<file path="config.mk">
export PLATFORM = sky130hd
export DESIGN_NAME = mfn_norm
export DESIGN_NICKNAME = d
export VERILOG_FILES = /design/src/rtl/mesh_face_normal_engine_macros.svh /design/src/rtl/mfn_pkg.sv /design/src/rtl/mfn_norm.sv
export SDC_FILE = /design/constraint.sdc
export NUM_CORES = 2
export LEC_CHECK = 0
export BUFFER_PORTS_ARGS = -buffer_cell sky130_fd_sc_hd__buf_4
export CAP_MARGIN = 30
export CORE_MARGIN = 8
export CORE_UTILIZATION = 59
export DETAILED_ROUTE_END_ITERATION = 8
export PLACE_DENSITY = 0.76
export SYNTH_ARGS = -nofsm -noshare
export SYNTH_HDL_FRONTEND = slang
export SYNTH_SLANG_ARGS = --single-unit
</file>
<file path="constraint.sdc">
create_clock -name i_clk -period 10.75 [get_ports i_clk]
set_input_delay 0 -clock i_clk [delete_from_list [all_inputs] [get_ports i_clk]]
set_output_delay 0 -clock i_clk [all_outputs]
set_load 0.05 [all_outputs]
</file>
<file path="src/rtl/mesh_face_normal_engine_macros.svh">
// Assertion macros shared by the mesh face normal engine RTL.
// No dependencies; included by files that carry concurrent assertions.
`ifndef MESH_FACE_NORMAL_ENGINE_MACROS_SVH
`define MESH_FACE_NORMAL_ENGINE_MACROS_SVH

// Same-cycle implication, disabled while reset is asserted.
`define MFN_ASSERT_IMPL(lbl, clk, rst_n, ante, cons) \
    lbl: assert property (@(posedge clk) disable iff (!(rst_n)) (ante) |-> (cons)) \
        else $error("mfn assertion failed");

// Next-cycle implication, disabled while reset is asserted.
`define MFN_ASSERT_NEXT(lbl, clk, rst_n, ante, cons) \
    lbl: assert property (@(posedge clk) disable iff (!(rst_n)) (ante) |=> (cons)) \
        else $error("mfn assertion failed");

`endif

</file>
<file path="src/rtl/mfn_pkg.sv">
// Shared constants, codes and state types for the mesh face normal engine.
// No dependencies.
`timescale 1ns / 1ps

package mfn_pkg;

    localparam int MAX_VERTICES = 4096;
    localparam int IDX_W        = $clog2(MAX_VERTICES);
    localparam int CNT_W        = IDX_W + 1;
    localparam int CORNER_W     = 16;
    localparam int CMP_W        = (CNT_W > CORNER_W) ? CNT_W : CORNER_W;

    localparam int POS_W   = 24;
    localparam int VTX_W   = 3 * POS_W;
    localparam int DIFF_W  = POS_W + 1;
    localparam int PROD_W  = 2 * DIFF_W;
    localparam int CROSS_W = PROD_W + 1;
    localparam int NORM_W  = 16;
    localparam int NVEC_W  = 3 * NORM_W;
    localparam int NMEM_W  = NVEC_W + 1;

    localparam int MAG_LIM = 30;
    localparam int SUM_W   = 64;
    localparam int ROOT_W  = 32;
    localparam int QUO_W   = 17;
    localparam int NUM_W   = MAG_LIM + 16 + 1;
    localparam int DEN_W   = ROOT_W + 1;
    localparam int REM_W   = DEN_W + 1;

    typedef enum logic [1:0] {
        FN_APPEND = 2'd0,
        FN_FACE   = 2'd1,
        FN_READ   = 2'd2,
        FN_CLEAR  = 2'd3
    } t_func;

    typedef enum logic [1:0] {
        ST_OK    = 2'd0,
        ST_RANGE = 2'd1,
        ST_DEGEN = 2'd2,
        ST_FULL  = 2'd3
    } t_status;

    typedef enum logic [3:0] {
        S_IDLE, S_RD_OUT, S_FETCH_B, S_FETCH_C, S_LATCH_C, S_DIFF,
        S_MUL, S_CHECK, S_NORM, S_WR_A, S_WR_B, S_WR_C
    } t_state;

    typedef enum logic [2:0] {
        N_IDLE, N_SHIFT, N_SQ, N_ROOT, N_DIV_SETUP, N_DIV, N_FIN
    } t_nstate;

endpackage

</file>
<file path="src/rtl/mfn_norm.sv">
// Normalizer: scales a cross product to a Q1.15 unit vector with a
// bit-serial square root and one reused bit-serial divider. Depends on mfn_pkg.
`timescale 1ns / 1ps

module mfn_norm import mfn_pkg::*; (
    input  logic                      i_clk,
    input  logic                      i_rst_n,
    input  logic                      i_start,
    input  logic signed [CROSS_W-1:0] i_cx,
    input  logic signed [CROSS_W-1:0] i_cy,
    input  logic signed [CROSS_W-1:0] i_cz,
    output logic                      o_done,
    output logic signed [NORM_W-1:0]  o_nx,
    output logic signed [NORM_W-1:0]  o_ny,
    output logic signed [NORM_W-1:0]  o_nz
);

    t_nstate r_st, n_st;

    logic [CROSS_W-1:0]     r_mx, r_my, r_mz;
    logic [2:0]             r_neg;
    logic [4:0]             r_cnt;
    logic [1:0]             r_comp;
    logic [2*MAG_LIM-1:0]   r_sq;
    logic [SUM_W-1:0]       r_sum, r_s, r_root, r_bit;
    logic [DEN_W-1:0]       r_d;
    logic [REM_W-1:0]       r_rem;
    logic [QUO_W-1:0]       r_lo, r_q;
    logic                   r_done;
    logic signed [NORM_W-1:0] r_nx, r_ny, r_nz;

    logic [CROSS_W-1:0]     w_big;
    logic [MAG_LIM-1:0]     w_sq_sel, w_div_sel;
    logic [SUM_W-1:0]       w_trial;
    logic [NUM_W-1:0]       w_num;
    logic [REM_W-1:0]       w_shift_rem;
    logic                   w_qbit;
    logic                   w_neg_sel;
    logic [QUO_W-1:0]       w_qneg;
    logic [NORM_W-1:0]      w_res;

    always_comb begin
        w_big = r_mx | r_my | r_mz;
        case (r_cnt[1:0])
            2'd0:    w_sq_sel = r_mx[MAG_LIM-1:0];
            2'd1:    w_sq_sel = r_my[MAG_LIM-1:0];
            default: w_sq_sel = r_mz[MAG_LIM-1:0];
        endcase
        case (r_comp)
            2'd0:    begin w_div_sel = r_mx[MAG_LIM-1:0]; w_neg_sel = r_neg[0]; end
            2'd1:    begin w_div_sel = r_my[MAG_LIM-1:0]; w_neg_sel = r_neg[1]; end
            default: begin w_div_sel = r_mz[MAG_LIM-1:0]; w_neg_sel = r_neg[2]; end
        endcase
        w_trial     = r_root + r_bit;
        w_num       = NUM_W'({w_div_sel, 16'd0}) + NUM_W'(r_root[ROOT_W-1:0]);
        w_shift_rem = {r_rem[REM_W-2:0], r_lo[QUO_W-1]};
        w_qbit      = (w_shift_rem >= REM_W'(r_d));
        w_qneg      = QUO_W'(0) - r_q;
        if (w_neg_sel) begin
            w_res = w_qneg[NORM_W-1:0];
        end else if (r_q[QUO_W-1:NORM_W-1] != '0) begin
            w_res = {1'b0, {(NORM_W-1){1'b1}}};
        end else begin
            w_res = r_q[NORM_W-1:0];
        end
    end

    always_comb begin
        n_st = r_st;
        case (r_st)
            N_IDLE:      if (i_start) n_st = N_SHIFT;
            N_SHIFT:     if (w_big[CROSS_W-1:MAG_LIM] == '0) n_st = N_SQ;
            N_SQ:        if (r_cnt == 5'd3) n_st = N_ROOT;
            N_ROOT:      if (r_cnt == 5'd31) n_st = N_DIV_SETUP;
            N_DIV_SETUP: n_st = N_DIV;
            N_DIV:       if (r_cnt == 5'd0) n_st = N_FIN;
            N_FIN:       n_st = (r_comp == 2'd2) ? N_IDLE : N_DIV_SETUP;
            default:     n_st = N_IDLE;
        endcase
    end

    always_ff @(posedge i_clk) begin
        if (!i_rst_n) begin
            r_st   <= N_IDLE;
            r_done <= 1'b0;
        end else begin
            r_st   <= n_st;
            r_done <= (r_st == N_FIN) && (r_comp == 2'd2);
        end
    end

    always_ff @(posedge i_clk) begin
        case (r_st)
            N_IDLE: begin
                r_mx   <= i_cx[CROSS_W-1] ? CROSS_W'(-i_cx) : i_cx;
                r_my   <= i_cy[CROSS_W-1] ? CROSS_W'(-i_cy) : i_cy;
                r_mz   <= i_cz[CROSS_W-1] ? CROSS_W'(-i_cz) : i_cz;
                r_neg  <= {i_cz[CROSS_W-1], i_cy[CROSS_W-1], i_cx[CROSS_W-1]};
                r_cnt  <= '0;
                r_sum  <= '0;
                r_comp <= '0;
            end
            N_SHIFT: begin
                // drop one bit from all three until the largest fits
                if (w_big[CROSS_W-1:MAG_LIM] != '0) begin
                    r_mx <= r_mx >> 1;
                    r_my <= r_my >> 1;
                    r_mz <= r_mz >> 1;
                end
            end
            N_SQ: begin
                r_sq <= w_sq_sel * w_sq_sel;
                if (r_cnt != 5'd0) r_sum <= r_sum + SUM_W'(r_sq);
                if (r_cnt == 5'd3) begin
                    r_s    <= r_sum + SUM_W'(r_sq);
                    r_root <= '0;
                    r_bit  <= SUM_W'(1) << (SUM_W - 2);
                    r_cnt  <= '0;
                end else begin
                    r_cnt <= r_cnt + 5'd1;
                end
            end
            N_ROOT: begin
                if (r_s >= w_trial) begin
                    r_s    <= r_s - w_trial;
                    r_root <= (r_root >> 1) + r_bit;
                end else begin
                    r_root <= r_root >> 1;
                end
                r_bit <= r_bit >> 2;
                r_cnt <= r_cnt + 5'd1;
            end
            N_DIV_SETUP: begin
                r_d   <= {r_root[ROOT_W-1:0], 1'b0};
                r_rem <= REM_W'(w_num[NUM_W-1:QUO_W]);
                r_lo  <= w_num[QUO_W-1:0];
                r_q   <= '0;
                r_cnt <= 5'(QUO_W - 1);
            end
            N_DIV: begin
                r_rem <= w_qbit ? (w_shift_rem - REM_W'(r_d)) : w_shift_rem;
                r_q   <= {r_q[QUO_W-2:0], w_qbit};
                r_lo  <= r_lo << 1;
                r_cnt <= r_cnt - 5'd1;
            end
            N_FIN: begin
                case (r_comp)
                    2'd0:    r_nx <= w_res;
                    2'd1:    r_ny <= w_res;
                    default: r_nz <= w_res;
                endcase
                r_comp <= r_comp + 2'd1;
            end
            default: ;
        endcase
    end

    assign o_done = r_done;
    assign o_nx   = r_nx;
    assign o_ny   = r_ny;
    assign o_nz   = r_nz;

endmodule

</file>
==> results.md <==
- The clock insertion delay at the later pin of the skew report is 640 ps.
- The internal reg-to-reg setup slack is 730 ps.
- By instance count, the cell type seen most on the critical path is sky130_fd_sc_hd__fa_1.
- Grouping stages by cell kind, the critical path spends the most delay in adder cells.
- For the pin with the worst max-slew slack, the measured transition is 1100 ps.
- The global-route wire length before repair is 306 mm.
- For this run, the register share of the synthesized area comes to 26.7%.
- Clock-pin slew was measured on the worst setup and hold paths at 60 ps.
- The cell chosen for the clock root is sky130_fd_sc_hd__clkbuf_16.
- Setup repair after global routing left no endpoint under its margin.
- The y dimension of the die is 353 µm.
- The number of buffers between clock root and the deepest sink is 3.
- Leaving out filler cells and counting taps, the final layout contains 9126.
- The synthesized flop and latch total is 597.
- Before antenna repair, the detailed router went through 7 iterations.
- The initial antenna violation count came to 12.
- The core area is 0.113 mm².
- The run finished with clean final reports.
- Leaving out fill and tap cells, the most frequent cell in the layout is sky130_fd_sc_hd__inv_1.
- The normalized max-slew margin is 27.0%.
- The layout net count is 8913.
- The slowest stage of the critical path belongs to the cell sky130_fd_sc_hd__nor2_2.
- The H-tree was split into 3 levels.
- The routed length per placed instance is 21.3 µm.
- During placement, the flow inserted port buffers numbering 204.
- Counting instances, the worst hold path has a depth of 6.
- The detailed-route via count is 55417.
- The data required time at the worst endpoint is 11110 ps.
- Once the clock tree was built, the setup fixing pass inserted 0 buffers.
- The critical path launch point type is a flop.
- After floorplanning, the core was divided into 123 placement rows.
- The number of clock sinks seen by CTS is 597.
- The critical setup path kind is flop to flop.
- When the netlist entered floorplanning its net count stood at 8633.
- The worst clock skew on the final layout is 35.0 ps.
- The maximum number of pins on one net before global-route repair is 283.
- The initial standard-cell utilization of the core is 59.5%.
- Across the run, the number of max-cap violations was 0.
- The HPWL reported at the end of detailed placement is 150 mm.
- The share of the synthesized area in the top cell type is 26.5%.
- Summing every instance area after synthesis gives 0.0671 mm².
- The total negative slack for setup checks is 0 ps.
- In this run, distinct cell masters in the synthesized netlist total 85.
- The DRC violation count after routing is 0.
- Derived from the worst setup path, the maximum achievable clock frequency is 99.8 MHz.
- The path with the worst hold slack has its endpoint at r_st[0].
- In this design, the stage delay of the slowest critical-path cell is 720 ps.
- The arrival time at the worst endpoint is 10380 ps.
- The count of synthesis-stage warnings from yosys is 0.
- The number of top-level design ports is 205.
- Global routing used 30.5% of the available tracks across all layers.
- In the final layout, the share of cells above drive strength 1 is 6.32%.
- The worst hold path begins at i_start.
- Counting both buffers and inverters, the worst setup path holds a total of 8.
- The worst register-to-register path ends at r_sq[59].
- The via count of the first global-routing pass is 56130.
- The number of max-slew violations in the final report is 0.
- After synthesis, the share of flip-flops with an asynchronous set or reset is 0%.
- The commonest register cell after synthesis is sky130_fd_sc_hd__edfxtp_1.
- The maximum fanout along the worst path is 18.
- After synthesis, the cell types taking the most area are sky130_fd_sc_hd__edfxtp_1, sky130_fd_sc_hd__fa_1, sky130_fd_sc_hd__ha_1.
- The count of final hold-check violations is 0.
- The beginning of the worst register-to-register path is r_cnt[0].
- The width of the chip is 353 µm.
- The TritonCTS clock tree is done.
- The final worst-path cycle share is 93.2%.
- The first routing iteration left 5664 violations.
- Of all cell types, the one taking the most synthesized area is sky130_fd_sc_hd__edfxtp_1.
- Compared with the post-synthesis result, the final layout area differs by 11.3%.
- For this block, the routed nets add up to 195 mm of wire.
- The sort of element at the end of the critical path is a flop.
- The number of nets still failing antenna checks after routing is 0.
- The shortest period the worst path allows is 10020 ps.
- The smallest setup slack after layout is 731 ps.
- The area of the die is 0.125 mm².
- The count of flip-flops with a built-in enable after synthesis is 593.
- The worst hold path class is input pin to flop.
- The CTS buffer count is 69.
- In the layout the commonest cells are sky130_fd_sc_hd__inv_1, sky130_fd_sc_hd__nand2_1, sky130_fd_sc_hd__fa_1.
- The number of instances in the synthesized netlist is 7277.
- The total overflow left after global routing is 0.
- After detailed routing, the number of vias per cell comes to 6.07.
- Before CTS, the worst setup slack after placement is 889 ps.
- Setup violations remaining at the end of the flow were counted as 0.
- The average footprint of a synthesized cell is 9.22 µm².
- At the end of routability-driven placement, the weighted congestion stood at 1.01.
- After detailed placement, the design holds a cell count of 8761.
- Measured in cells, the most critical reg-to-reg path has a length of 31.
metal layers:
| metal | vias up | GRT usage [%] | part of all wire (%) |
|---|---|---|---|
| met4 | 4 | 13.3 | 5.0 |
| met3 | 621 | 7.52 | 10 |
| met1 | 26725 | 41.1 | 41 |
| li1 | 25297 | - | - |
| met5 | - | 0 | 0.015 |
| met2 | 2770 | 46.8 | 44 |
cells in the mapped netlist (all sizes together), types with 18 or more instances:
cell and number:
a211oi 52, a21boi 18, a21o 158, a21oi 375
a221oi 19, a22o 41, a22oi 26, a31o 22
a31oi 74, and2 50, and3 79, buf 32
clkbuf 274, edfxtp 593, fa 698, ha 502
inv 1011, mux2i 55, nand2 857, nand2b 33
nand3 82, nand4 93, nor2 549, nor2b 54
nor3 88, nor4 37, o211ai 29, o21a 49
o21ai 438, o21bai 73, o31ai 65, o41ai 23
or2 22, or3 47, or4 33, xnor2 210
xor2 258
timing repair:
action | CTS | global route
hold buffers | 225 | 0
hold endpoints to repair | 160 | 0
resized for setup | 0 | 0
cells by family after synthesis:
| family | Yosys count | share of synthesized area (%) |
|---|---|---|
| fa+ha+maj | 1200 | 30.2 |
| buf+inv | 1325 | 7.43 |
| compound gates | 1562 | 14.8 |
| mux | 58 | 0.871 |
| flops | 597 | 26.7 |
| xor+xnor | 468 | 6.11 |
| simple gates | 2067 | 13.9 |
registers in the layout, summed over array words and instances, names as in the netlist, 32 cells and up:
signal / count
r_root: 64
r_s: 64
r_sum: 64
r_sq: 59
r_mx: 51
r_my: 51
r_mz: 51
r_rem: 33
r_bit: 32
r_d: 32
worst reg2reg max path: cells and delay by family, from the launching register on:
kind / cells / cell delay, ps
AOI/OAI and AO/OA: 10 / 2530
adders and majority gates: 10 / 4640
and+or+nand+nor: 2 / 830
buffers and inverters: 8 / 1180
xor gates and xnor gates: 1 / 150
DFF: 1 / 430
stage by stage:
| stage | utilization (%) | instance area, µm² | hold WS, ps |
|---|---|---|---|
| finish | 66.3 | 74700 | 133 |
| global route | 66.3 | 74700 | 195 |
| CTS | 66.2 | 74600 | 94.1 |
| detailed placement | 62.2 | 70100 | 325 |
| global placement | 62.2 | 70100 | 315 |
| floorplan | - | 67100 | 98.9 |
how the worst max path moves through the flow:
| stage | from | endpoint | slack, ps | depth (start not counted) |
|---|---|---|---|---|
| 6_report | r_cnt[0] | r_sq[59] | 730 | 31 |
| 5_1_grt | r_cnt[0] | r_sq[59] | 100 | 30 |
| 4_1_cts | r_cnt[0] | r_sq[59] | 870 | 30 |
| 3_5_place_dp | r_cnt[0] | r_sq[59] | 890 | 30 |
| 3_3_place_gp | r_cnt[0] | r_sq[59] | 1000 | 30 |
| 2_1_floorplan | r_cnt[3] | r_s[0] | 350 | 5 |
cell type report:
cell class	instances	area [µm²]
clock inverters	41	402
multi-input cells	5355	44300
flip-flops and latches	597	17900
clock buffers	87	1890
diodes	12	30.0
repair buffers	515	4440
well taps	1500	1880
inverters	1019	3830
fillers	8954	38000
Power is left out: the tool's default activity adds up to more than one toggle a clock period on the data nets, which glitch-free logic cannot reach.
